## src/rtl/iwd_pkg.sv

```systemverilog
// ----------------------------------------------------------------------------
// iwd_pkg: shared widths, constants and tables for the ISO week date block
// Holds the field widths, reciprocal constants and the month tables.
// ----------------------------------------------------------------------------
package iwd_pkg;

    localparam int YEAR_W    = 14;
    localparam int MONTH_W   = 4;
    localparam int DAY_W     = 5;
    localparam int WEEK_W    = 6;
    localparam int WEEKDAY_W = 3;

    localparam int YY_W  = YEAR_W + 1;   // biased year
    localparam int Q100_W = 8;           // year / 100
    localparam int DOY_W = 9;            // day of year, 1..366
    localparam int SUM_W = 15;           // day count before mod 7
    localparam int Q7_W  = 13;           // SUM / 7

    localparam logic [YEAR_W-1:0]  YEAR_MAX   = 14'd9999;
    localparam logic [YY_W-1:0]    YEAR_BIAS  = 15'd399;
    localparam logic [MONTH_W-1:0] MONTH_JAN  = 4'd1;
    localparam logic [MONTH_W-1:0] MONTH_FEB  = 4'd2;
    localparam logic [MONTH_W-1:0] MONTH_DEC  = 4'd12;

    // Reciprocal multiply constants: floor(n / 100) and floor(n / 7)
    localparam logic [12:0] RECIP_100       = 13'd5243;
    localparam int          SHIFT_100       = 19;
    localparam logic [16:0] RECIP_7         = 17'd74899;
    localparam int          SHIFT_7         = 19;
    localparam logic [8:0]  RECIP_7_SMALL   = 9'd293;
    localparam int          SHIFT_7_SMALL   = 11;

    localparam logic [WEEKDAY_W-1:0] WEDNESDAY = 3'd3;
    localparam logic [WEEKDAY_W-1:0] THURSDAY  = 3'd4;
    localparam logic [WEEKDAY_W-1:0] FRIDAY    = 3'd5;
    localparam logic [WEEKDAY_W-1:0] SATURDAY  = 3'd6;
    localparam logic [WEEKDAY_W-1:0] SUNDAY    = 3'd7;

    localparam logic [WEEK_W-1:0] WEEK_NONE  = 6'd0;
    localparam logic [WEEK_W-1:0] WEEK_FIRST = 6'd1;
    localparam logic [WEEK_W-1:0] WEEK_SHORT = 6'd52;
    localparam logic [WEEK_W-1:0] WEEK_LONG  = 6'd53;

    // Days in all months before the given one (non-leap year)
    function automatic logic [DOY_W-1:0] days_before(input logic [MONTH_W-1:0] m);
        logic [DOY_W-1:0] n;
        case (m)
            4'd1:    n = 9'd0;
            4'd2:    n = 9'd31;
            4'd3:    n = 9'd59;
            4'd4:    n = 9'd90;
            4'd5:    n = 9'd120;
            4'd6:    n = 9'd151;
            4'd7:    n = 9'd181;
            4'd8:    n = 9'd212;
            4'd9:    n = 9'd243;
            4'd10:   n = 9'd273;
            4'd11:   n = 9'd304;
            4'd12:   n = 9'd334;
            default: n = 9'd0;
        endcase
        return n;
    endfunction

    // Length of the month in a non-leap year; zero for a month code out of range
    function automatic logic [DAY_W-1:0] month_len(input logic [MONTH_W-1:0] m);
        logic [DAY_W-1:0] n;
        case (m)
            4'd1, 4'd3, 4'd5, 4'd7, 4'd8, 4'd10, 4'd12: n = 5'd31;
            4'd4, 4'd6, 4'd9, 4'd11:                    n = 5'd30;
            4'd2:                                       n = 5'd28;
            default:                                    n = 5'd0;
        endcase
        return n;
    endfunction

endpackage

```

## src/rtl/iwd_cal_if.sv

```systemverilog
// ----------------------------------------------------------------------------
// iwd_cal_if: calendar date channel
// Carries one Gregorian date word with a valid / ready handshake.
// ----------------------------------------------------------------------------
interface iwd_cal_if;
    import iwd_pkg::*;

    logic               valid;
    logic               ready;
    logic [YEAR_W-1:0]  cal_year;
    logic [MONTH_W-1:0] cal_month;
    logic [DAY_W-1:0]   cal_day;

    modport source (output valid, output cal_year, output cal_month, output cal_day,
                    input ready);
    modport sink   (input valid, input cal_year, input cal_month, input cal_day,
                    output ready);
endinterface

```

## src/rtl/iwd_iso_if.sv

```systemverilog
// ----------------------------------------------------------------------------
// iwd_iso_if: ISO week date channel
// Carries one ISO week date word with a valid / ready handshake.
// ----------------------------------------------------------------------------
interface iwd_iso_if;
    import iwd_pkg::*;

    logic                 valid;
    logic                 ready;
    logic [YEAR_W-1:0]    iso_year;
    logic [WEEK_W-1:0]    iso_week;
    logic [WEEKDAY_W-1:0] iso_weekday;
    logic                 date_invalid;

    modport source (output valid, output iso_year, output iso_week,
                    output iso_weekday, output date_invalid, input ready);
    modport sink   (input valid, input iso_year, input iso_week,
                    input iso_weekday, input date_invalid, output ready);
endinterface

```

## src/rtl/iso_week_date_from_calendar_date.sv

```systemverilog
// ----------------------------------------------------------------------------
// iso_week_date_from_calendar_date: Gregorian date to ISO 8601 week date
// Throughput 1 word/cycle while the output is not stalled.
// Five register stages with per-stage valid bits; a stall holds each word.
// Reset (rst_n low, async) clears every valid bit; no other state to clear.
// ----------------------------------------------------------------------------
module iso_week_date_from_calendar_date (
    input  logic             clk,
    input  logic             rst_n,
    iwd_cal_if.sink          cal,
    iwd_iso_if.source        iso
);
    import iwd_pkg::*;

    // ------------------------------------------------------------------------
    // Pipeline overview
    //   S1: register the date, form the biased year (y + 399, which has the
    //       same leap rule as y - 1 and keeps January / February counts in
    //       the year before), and divide both years by 100 by reciprocal
    //       multiply.
    //   S2: leap flags, date check, day of year, and the day counts that
    //       give the weekday of January 1 and of the date itself.
    //   S3: divide both day counts by 7 (reciprocal multiply).
    //   S4: remainders to weekdays, raw week = (doy + 10 - weekday) / 7.
    //   S5: fold week 0 into the previous year and week 53 into the next
    //       year where that year is short; zero the fields of a bad date.
    // ------------------------------------------------------------------------

    typedef struct packed {
        logic [YEAR_W-1:0]  year;
        logic [MONTH_W-1:0] month;
        logic [DAY_W-1:0]   day;
        logic [YY_W-1:0]    yy;
        logic [Q100_W-1:0]  q100_y;
        logic [Q100_W-1:0]  q100_yy;
    } s1_t;

    typedef struct packed {
        logic [YEAR_W-1:0] year;
        logic [DOY_W-1:0]  doy;
        logic [SUM_W-1:0]  sum_jan1;
        logic [SUM_W-1:0]  sum_date;
        logic              leap_y;
        logic              leap_ym1;
        logic              invalid;
    } s2_t;

    typedef struct packed {
        logic [YEAR_W-1:0] year;
        logic [DOY_W-1:0]  doy;
        logic [SUM_W-1:0]  sum_jan1;
        logic [SUM_W-1:0]  sum_date;
        logic [Q7_W-1:0]   q7_jan1;
        logic [Q7_W-1:0]   q7_date;
        logic              leap_y;
        logic              leap_ym1;
        logic              invalid;
    } s3_t;

    typedef struct packed {
        logic [YEAR_W-1:0]    year;
        logic [WEEK_W-1:0]    week;
        logic [WEEKDAY_W-1:0] weekday;
        logic [WEEKDAY_W-1:0] jan1_wd;
        logic                 leap_y;
        logic                 leap_ym1;
        logic                 invalid;
    } s4_t;

    typedef struct packed {
        logic [YEAR_W-1:0]    iso_year;
        logic [WEEK_W-1:0]    iso_week;
        logic [WEEKDAY_W-1:0] iso_weekday;
        logic                 date_invalid;
    } s5_t;

    localparam int NUM_STAGES = 5;

    logic [NUM_STAGES-1:0] vld_reg;
    logic [NUM_STAGES-1:0] vld_next;
    logic [NUM_STAGES-1:0] adv;
    logic [NUM_STAGES-1:0] vld_in;

    s1_t s1_reg, s1_next;
    s2_t s2_reg, s2_next;
    s3_t s3_reg, s3_next;
    s4_t s4_reg, s4_next;
    s5_t s5_reg, s5_next;

    // ------------------------------------------------------------------------
    // Handshake: a stage advances when it is empty or the next one advances.
    // Bubbles collapse, so new words enter while a result waits at the output.
    // ------------------------------------------------------------------------
    assign vld_in = {vld_reg[NUM_STAGES-2:0], cal.valid};

    always_comb
    begin
        adv[NUM_STAGES-1] = !vld_reg[NUM_STAGES-1] || iso.ready;
        for (int i = NUM_STAGES - 2; i >= 0; i--)
        begin
            adv[i] = !vld_reg[i] || adv[i+1];
        end
        for (int i = 0; i < NUM_STAGES; i++)
        begin
            vld_next[i] = adv[i] ? vld_in[i] : vld_reg[i];
        end
    end

    assign cal.ready = adv[0];

    always_ff @(posedge clk or negedge rst_n)
    begin
        if (!rst_n)
        begin
            vld_reg <= '0;
        end
        else
        begin
            vld_reg <= vld_next;
        end
    end

    // ------------------------------------------------------------------------
    // S1: biased year and the two divisions by 100
    // ------------------------------------------------------------------------
    logic [27:0] prod_100_y;
    logic [27:0] prod_100_yy;

    always_comb
    begin
        s1_next.year    = cal.cal_year;
        s1_next.month   = cal.cal_month;
        s1_next.day     = cal.cal_day;
        s1_next.yy      = YY_W'(cal.cal_year) + YEAR_BIAS;
        prod_100_y      = 28'(cal.cal_year) * 28'(RECIP_100);
        prod_100_yy     = 28'(s1_next.yy) * 28'(RECIP_100);
        s1_next.q100_y  = Q100_W'(prod_100_y >> SHIFT_100);
        s1_next.q100_yy = Q100_W'(prod_100_yy >> SHIFT_100);
    end

    // ------------------------------------------------------------------------
    // S2: leap flags, date check, day of year and the day counts
    // ------------------------------------------------------------------------
    logic [6:0]        r100_y;
    logic [6:0]        r100_yy;
    logic [DAY_W-1:0]  len;
    logic              bad_year;
    logic              bad_month;

    always_comb
    begin
        r100_y  = 7'(YEAR_W'(s1_reg.year) - YEAR_W'(s1_reg.q100_y) * YEAR_W'(100));
        r100_yy = 7'(s1_reg.yy - YY_W'(s1_reg.q100_yy) * YY_W'(100));

        s2_next.year     = s1_reg.year;
        s2_next.leap_y   = (s1_reg.year[1:0] == 2'd0)
                           && (r100_y != 7'd0 || s1_reg.q100_y[1:0] == 2'd0);
        // y + 399 is y - 1 shifted by a whole 400-year cycle
        s2_next.leap_ym1 = (s1_reg.yy[1:0] == 2'd0)
                           && (r100_yy != 7'd0 || s1_reg.q100_yy[1:0] == 2'd0);

        len       = month_len(s1_reg.month)
                    + DAY_W'(s1_reg.month == MONTH_FEB && s2_next.leap_y);
        bad_year  = (s1_reg.year == '0) || (s1_reg.year > YEAR_MAX);
        bad_month = (s1_reg.month < MONTH_JAN) || (s1_reg.month > MONTH_DEC);
        s2_next.invalid = bad_year || bad_month || (s1_reg.day == '0)
                          || (s1_reg.day > len);

        s2_next.doy = days_before(s1_reg.month) + DOY_W'(s1_reg.day)
                      + DOY_W'(s1_reg.month > MONTH_FEB && s2_next.leap_y);

        // Day count of January 1 (mod 7 gives 0 = Sunday .. 6 = Saturday)
        s2_next.sum_jan1 = SUM_W'(s1_reg.yy) + SUM_W'(s1_reg.yy >> 2)
                           - SUM_W'(s1_reg.q100_yy) + SUM_W'(s1_reg.q100_yy >> 2)
                           + SUM_W'(1);
        // Advance by the day of year to reach the date itself
        s2_next.sum_date = s2_next.sum_jan1 + SUM_W'(s2_next.doy) - SUM_W'(1);
    end

    // ------------------------------------------------------------------------
    // S3: divide both day counts by 7
    // ------------------------------------------------------------------------
    logic [31:0] prod_7_jan1;
    logic [31:0] prod_7_date;

    always_comb
    begin
        prod_7_jan1      = 32'(s2_reg.sum_jan1) * 32'(RECIP_7);
        prod_7_date      = 32'(s2_reg.sum_date) * 32'(RECIP_7);
        s3_next.year     = s2_reg.year;
        s3_next.doy      = s2_reg.doy;
        s3_next.sum_jan1 = s2_reg.sum_jan1;
        s3_next.sum_date = s2_reg.sum_date;
        s3_next.q7_jan1  = Q7_W'(prod_7_jan1 >> SHIFT_7);
        s3_next.q7_date  = Q7_W'(prod_7_date >> SHIFT_7);
        s3_next.leap_y   = s2_reg.leap_y;
        s3_next.leap_ym1 = s2_reg.leap_ym1;
        s3_next.invalid  = s2_reg.invalid;
    end

    // ------------------------------------------------------------------------
    // S4: weekdays (Monday = 1 .. Sunday = 7) and the raw week number
    // ------------------------------------------------------------------------
    logic [WEEKDAY_W-1:0] rem_jan1;
    logic [WEEKDAY_W-1:0] rem_date;
    logic [DOY_W-1:0]     week_num;
    logic [17:0]          prod_week;

    always_comb
    begin
        rem_jan1 = WEEKDAY_W'(s3_reg.sum_jan1 - SUM_W'(s3_reg.q7_jan1) * SUM_W'(7));
        rem_date = WEEKDAY_W'(s3_reg.sum_date - SUM_W'(s3_reg.q7_date) * SUM_W'(7));

        // Remainder 0 is Sunday; the rest already match ISO numbering
        s4_next.jan1_wd = (rem_jan1 == '0) ? SUNDAY : rem_jan1;
        s4_next.weekday = (rem_date == '0) ? SUNDAY : rem_date;

        week_num     = s3_reg.doy + DOY_W'(10) - DOY_W'(s4_next.weekday);
        prod_week    = 18'(week_num) * 18'(RECIP_7_SMALL);
        s4_next.week = WEEK_W'(prod_week >> SHIFT_7_SMALL);

        s4_next.year     = s3_reg.year;
        s4_next.leap_y   = s3_reg.leap_y;
        s4_next.leap_ym1 = s3_reg.leap_ym1;
        s4_next.invalid  = s3_reg.invalid;
    end

    // ------------------------------------------------------------------------
    // S5: year wrap-around. A year has 53 weeks when it starts on a Thursday
    // or ends on one. From January 1 of this year:
    //   this year ends Thursday  -> Jan 1 is Thursday, or Wednesday if leap
    //   last year is long        -> Jan 1 is Friday, or Saturday if last
    //                               year was leap
    // ------------------------------------------------------------------------
    logic long_y;
    logic long_ym1;

    always_comb
    begin
        long_y   = (s4_reg.jan1_wd == THURSDAY)
                   || (s4_reg.leap_y && s4_reg.jan1_wd == WEDNESDAY);
        long_ym1 = (s4_reg.jan1_wd == FRIDAY)
                   || (s4_reg.leap_ym1 && s4_reg.jan1_wd == SATURDAY);

        s5_next.iso_year     = s4_reg.year;
        s5_next.iso_week     = s4_reg.week;
        s5_next.iso_weekday  = s4_reg.weekday;
        s5_next.date_invalid = s4_reg.invalid;

        if (s4_reg.invalid)
        begin
            s5_next.iso_year    = '0;
            s5_next.iso_week    = WEEK_NONE;
            s5_next.iso_weekday = '0;
        end
        else if (s4_reg.week == WEEK_NONE)
        begin
            // Early January: last week of the previous year
            s5_next.iso_year = s4_reg.year - YEAR_W'(1);
            s5_next.iso_week = long_ym1 ? WEEK_LONG : WEEK_SHORT;
        end
        else if (s4_reg.week == WEEK_LONG && !long_y)
        begin
            // Late December: first week of the next year
            s5_next.iso_year = s4_reg.year + YEAR_W'(1);
            s5_next.iso_week = WEEK_FIRST;
        end
    end

    // ------------------------------------------------------------------------
    // Payload registers: load when the stage advances and takes a valid word
    // ------------------------------------------------------------------------
    always_ff @(posedge clk)
    begin
        if (adv[0] && vld_in[0])
        begin
            s1_reg <= s1_next;
        end
        if (adv[1] && vld_in[1])
        begin
            s2_reg <= s2_next;
        end
        if (adv[2] && vld_in[2])
        begin
            s3_reg <= s3_next;
        end
        if (adv[3] && vld_in[3])
        begin
            s4_reg <= s4_next;
        end
        if (adv[4] && vld_in[4])
        begin
            s5_reg <= s5_next;
        end
    end

    assign iso.valid        = vld_reg[NUM_STAGES-1];
    assign iso.iso_year     = s5_reg.iso_year;
    assign iso.iso_week     = s5_reg.iso_week;
    assign iso.iso_weekday  = s5_reg.iso_weekday;
    assign iso.date_invalid = s5_reg.date_invalid;

endmodule

```

## src/flat_wrapper.sv

```systemverilog
// flat-port wrapper written by rule: the top's interface ports become plain ports
module iso_week_date_from_calendar_date_flat import iwd_pkg::*;
  (clk, rst_n, cal_valid, cal_cal_year, cal_cal_month, cal_cal_day, cal_ready, iso_valid, iso_iso_year, iso_iso_week, iso_iso_weekday, iso_date_invalid, iso_ready);
  iwd_cal_if cal_i ();
  iwd_iso_if iso_i ();
  input  logic clk;
  input  logic rst_n;
  input wire logic [$bits(cal_i.valid)-1:0] cal_valid;
  input wire logic [$bits(cal_i.cal_year)-1:0] cal_cal_year;
  input wire logic [$bits(cal_i.cal_month)-1:0] cal_cal_month;
  input wire logic [$bits(cal_i.cal_day)-1:0] cal_cal_day;
  output wire logic [$bits(cal_i.ready)-1:0] cal_ready;
  output wire logic [$bits(iso_i.valid)-1:0] iso_valid;
  output wire logic [$bits(iso_i.iso_year)-1:0] iso_iso_year;
  output wire logic [$bits(iso_i.iso_week)-1:0] iso_iso_week;
  output wire logic [$bits(iso_i.iso_weekday)-1:0] iso_iso_weekday;
  output wire logic [$bits(iso_i.date_invalid)-1:0] iso_date_invalid;
  input wire logic [$bits(iso_i.ready)-1:0] iso_ready;
  assign cal_i.valid = cal_valid;
  assign cal_i.cal_year = cal_cal_year;
  assign cal_i.cal_month = cal_cal_month;
  assign cal_i.cal_day = cal_cal_day;
  assign cal_ready = cal_i.ready;
  assign iso_valid = iso_i.valid;
  assign iso_iso_year = iso_i.iso_year;
  assign iso_iso_week = iso_i.iso_week;
  assign iso_iso_weekday = iso_i.iso_weekday;
  assign iso_date_invalid = iso_i.date_invalid;
  assign iso_i.ready = iso_ready;
  iso_week_date_from_calendar_date u_core (.clk(clk), .rst_n(rst_n), .cal(cal_i), .iso(iso_i));
endmodule
```

## config.mk

```make
export PLATFORM = sky130hd
export DESIGN_NAME = iso_week_date_from_calendar_date_flat
export DESIGN_NICKNAME = d
export VERILOG_FILES = /design/src/rtl/iwd_pkg.sv /design/src/rtl/iwd_cal_if.sv /design/src/rtl/iwd_iso_if.sv /design/src/rtl/iso_week_date_from_calendar_date.sv /design/src/flat_wrapper.sv
export SDC_FILE = /design/constraint.sdc
export NUM_CORES = 1
export LEC_CHECK = 0
export BUFFER_PORTS_ARGS = -buffer_cell sky130_fd_sc_hd__buf_4
export CORE_ASPECT_RATIO = 1.5
export CORE_MARGIN = 8
export CORE_UTILIZATION = 65
export DETAILED_ROUTE_END_ITERATION = 16
export PLACE_DENSITY = 0.86
export SLEW_MARGIN = 20
export SYNTH_ARGS = -nofsm -noshare
export SYNTH_HDL_FRONTEND = slang
export SYNTH_SLANG_ARGS = --single-unit
```

## constraint.sdc

```tcl
create_clock -name clk -period 8.63 [get_ports clk]
set_clock_uncertainty 0.2 [all_clocks]
set_input_delay 1.726 -clock clk [delete_from_list [all_inputs] [get_ports clk]]
set_output_delay 1.726 -clock clk [all_outputs]
set_load 0.01 [all_outputs]
```

* Word level (Yosys, flattened, before mapping) *
Memory sizes are Yosys's and may differ from the RTL's. A register that Yosys moved wholly into a read port is not among the register bits.
Cells that the tools add are included.
W data, S select, Z words.

storage, ports and cells
  flip-flop bits (word level) = 226
  memory bits (read-only) = 224
  output and inout bits = 26
  memories kept = 2
  input bits = 27
  logic and storage cells = 127

memory list
  memory           words  bits a word  rd ports  clocked after Yosys merged registers in  wr ports  line           RTL
  (no name shown)  16     9            1         1                                        0         iwd_pkg.sv:47  case (m)
  (no name shown)  16     5            1         1                                        0         iwd_pkg.sv:68  case (m)

operators by class
  eq/ne operators = 6
  reduce and logical (&&, ||, !) cells = 43
  $add $sub $neg = 18
  muxes and demuxes = 6
  $lt $le $gt $ge = 5
  multiply operators = 9

operator list
  kind                      number
  $mul A15 B17 Y32 const B  2
  $mux W20                  2
  $mul A14 B13 Y27 const B  1
  $mul A15 B13 Y27 const B  1
  $mul A13 B3 Y3 const B    2
  $mul A9 B9 Y17 const B    1
  $mul A8 B5 Y5 const B     2
  $add A14 B9 Y15 const B   1
  $add A15 B1 Y15 const B   1
  $add A15 B13 Y15          1
  $add A15 B6 Y15           1
  $add A15 B9 Y15           1
  $sub A15 B1 Y15 const B   1
  $sub A15 B8 Y15           1
  $add A14 B1 Y14 const B   1
  $gt A14 B14 Y1 const B    1
  $logic_not A14 Y1         1
  $logic_or A1 B1 Y1        14
  $reduce_bool A7 Y1        2
  $sub A14 B1 Y14 const B   1
  $sub A7 B7 Y7             2
  $logic_and A1 B1 Y1       12
  $add A9 B1 Y9             1
  $add A9 B4 Y9 const B     1
  20 further kinds          33

* Longest topological paths before layout *
  depth after elaboration = 9
  depth in mapped cells = 29

* Worst setup path after synthesis *
Ideal clock, no wire load.

  path kind = input -> register
  start point = in cal_cal_year[0]
  end point = reg u_core.s1_reg[2] (netlist name), data pin
  cell stages on the path = 25
  data arrival time = 7403 ps
  slack = 766 ps
  setup time = 260 ps
  cells stage by stage = inv_1 > ha_1 > o21ai_0 > a31o_2 > a21o_1 > nand2_1 > xnor2_1 > inv_1 > fa_1 > inv_1 > ha_1 > inv_1 > fa_1 > inv_1 > fa_1 > inv_1 > fa_1 > inv_1 > ha_1 > nand3_1 > or2_2 > o32a_1 > a21boi_0 > mux2i_1 > nand2_1

RTL lines
  item                  line                                     RTL
  from (decl)           flat_wrapper.sv:9                        input wire logic [$bits(cal_i.cal_year)-1:0] cal_cal_year;
  to (signal assigned)  iso_week_date_from_calendar_date.sv:277  s1_reg <= s1_next;
  to (decl)             iso_week_date_from_calendar_date.sv:84   s1_t s1_reg, s1_next;

==> flow_metrics.tcl <==
set metrics [dict create \
    outcome "complete, no violations" \
    cpMostUsedCell "inv_1" \
    period_share_pct 92.7 \
    largest_reg_flops 56 \
    synth_edf_count 198 \
    post_cts_resized 0 \
    boundaryPins 53 \
    wl_per_cell_um 17.7 \
    max_slew_margin_pct 31.9 \
    hold_class "register to register" \
    clock.fmax_mhz 125 \
    layout-drive-gt1-share_pct 5.73 \
    die_h_um 248 \
    synth_seq_cells 215 \
    nets 2971 \
    clock_latency_ps 520 \
    grt_max_degree 57 \
    antenna_found_initial 0 \
    tns_ps 0 \
    setup-violations-final 0 \
    yosysSeqAreaShare_pct 27.0 \
    grt_util_all_layers_pct 23.6 \
    die_area_um2 42400 \
    crit_required_ps 8690 \
    syn_nets 2891 \
    place_hpwl_um 40600 \
    synth_cell_types 68 \
    synthToLayoutAreaGrowth_pct 7.55 \
    path_max_fanout 9 \
    crit_arrival_ps 8060 \
    rsz0062_at_grt "no" \
    fp.dieW_um 171 \
    cp_cell_sequence "buf_4 -> inv_1 -> ha_1 -> o21ai_0 -> a31o_2 -> xnor2_1 -> inv_1 -> fa_1 -> inv_1 -> ha_1 -> inv_1 -> fa_1 -> inv_1 -> fa_1 -> inv_1 -> fa_1 -> inv_1 -> ha_1 -> o21ai_0 -> or2_2 -> o32a_1 -> a21boi_0 -> o211ai_1 -> o21a_1" \
    crit_path_start_kind "input pin" \
    path_clk_slew_ps 60 \
    numPortBuffers 52 \
    final_common_cell "inv_1" \
    max-cap-violations 0 \
    drtIter0Drc 713 \
    mostFrequentLayoutCells "570 x inv_1, 492 x ha_1, 232 x fa_1" \
    slowest_delay_ps 780 \
    dr.pass1.iters 7 \
    hold_buffers 0 \
    worst_pin_slew_ps 994 \
    cts_tree "done" \
    diodes 0 \
    htree_levels 1 \
    grt-ovfl-total 0 \
    ys.flop_type "edfxtp_1" \
    slew_violations 0 \
    drc 0 \
    antenna_left 0 \
    crit_type "input pin to register" \
    start_util_pct 65.6 \
    clockRootBuffer "clkbuf_16" \
    placementRows 85 \
    syn_inst 2140 \
    crit_path_end_kind "register" \
    grt_pass1_vias 17000 \
    core-area_um2 35600 \
    synthesis.area_um2 23400 \
    postSynthAreaPerCell_um2 10.9 \
    slowest_stage "xnor2_1" \
    yosysWarnings 0 \
    fin_crit_ps 8000 \
    drt-vias-per-instance 5.58 \
    fin_util_pct 70.5 \
    grt_pass1_wl_um 79700 \
    ys_async_sr_fraction_pct 2.33 \
    numClockSinks 215 \
    vias 15100 \
    numCtsBuffers 22 \
    finalWirelength_um 48100 \
    hold_viol 0 \
    gp_congestion 0.911 \
    ctsLongestPathBuffers 3 \
    cts_setup_buffers 0 \
]
Yosys cell counts (6+ instances only):
library cell | instances | share of area (%)
inv_1 | 571 | 9.2
ha_1 | 492 | 26
fa_1 | 232 | 20
edfxtp_1 | 198 | 25
xnor2_1 | 95 | 3.6
nand2_1 | 61 | 0.98
nor2_1 | 60 | 0.96
a21oi_1 | 57 | 1.2
o21ai_0 | 40 | 0.86
xor2_1 | 31 | 1.2
a21o_1 | 25 | 0.80
nand3_1 | 23 | 0.49
nor2b_1 | 18 | 0.48
o21bai_1 | 17 | 0.55
nand2b_1 | 15 | 0.40
dfxtp_1 | 12 | 1.0
nor3_1 | 12 | 0.26
o21a_1 | 12 | 0.39
nand4_1 | 10 | 0.27
o211ai_1 | 9 | 0.29
a211oi_1 | 8 | 0.26
and3_1 | 8 | 0.21
or2_2 | 8 | 0.21
or3_1 | 8 | 0.21
a211o_1 | 7 | 0.26
and2_1 | 7 | 0.19
o22ai_1 | 7 | 0.19
a31oi_1 | 6 | 0.16
and4_1 | 6 | 0.22
mux2i_1 | 6 | 0.26
o31ai_1 | 6 | 0.19
metal layers:
metal	share of wire, %	up-vias	GRT usage (%)	wire length, um
li1	-	7161	-	-
met1	35	7440	23.2	16700
met2	57	366	47.3	27300
met3	3.5	158	2.54	1680
met4	5.1	0	11.8	2460
met5	0	-	0	0
critical path: cells and delay by family:
| kind | cells | cell delay, ps |
|---|---|---|
| AOI/OAI and AO/OA | 7 | 1570 |
| and+or+nand+nor | 1 | 280 |
| buffers and inverters | 8 | 760 |
| adders and majority gates | 7 | 2940 |
| xor gates and xnor gates | 1 | 780 |
final cells by class:
class,count,area [um2]
inverters,571,2140
clock buffers,29,597
well taps,478,598
flip-flops and latches,215,6310
repair buffers,64,480
fillers,2386,10500
multi-input cells,1346,14900
clock inverters,10,119
metrics by stage:
step	instance area, um2	cells	hold WS (ps)	setup WS, ps
global route	25100	2713	203	195
finish	25100	2713	204	627
floorplan	23400	2140	200	766
CTS	25100	2713	202	644
detailed placement	24400	2674	205	148
global placement	24400	2674	201	335
kinds of logic after synthesis:
kind of cell | Yosys count | share of synthesized area (%)
AOI/OAI and AO/OA | 231 | 6.63
xor gates and xnor gates | 127 | 4.82
adders and majority gates | 724 | 46.2
buffers and inverters | 579 | 9.32
DFF | 215 | 27.0
muxes | 7 | 0.305
and+or+nand+nor | 257 | 5.67
final timing paths:
path | start | to | slack (ps) | depth (start not counted)
worst min-delay path | u_core.s2_reg[41] | u_core.s3_reg[67] | 200 | 0
worst min register to register | u_core.s2_reg[41] | u_core.s3_reg[67] | 200 | 0
min in group asynchronous | rst_n | u_core.vld_reg[1] | 800 | 1
worst max register to register | u_core.s3_reg[3] | u_core.s4_reg[14] | 1230 | 27
worst max-delay path | cal_cal_year[0] | u_core.s1_reg[3] | 630 | 24
max in group asynchronous | rst_n | u_core.vld_reg[3] | 7320 | 1
Power is left out: the tool's default activity adds up to more than one toggle a clock period on the data nets, which glitch-free logic cannot reach.
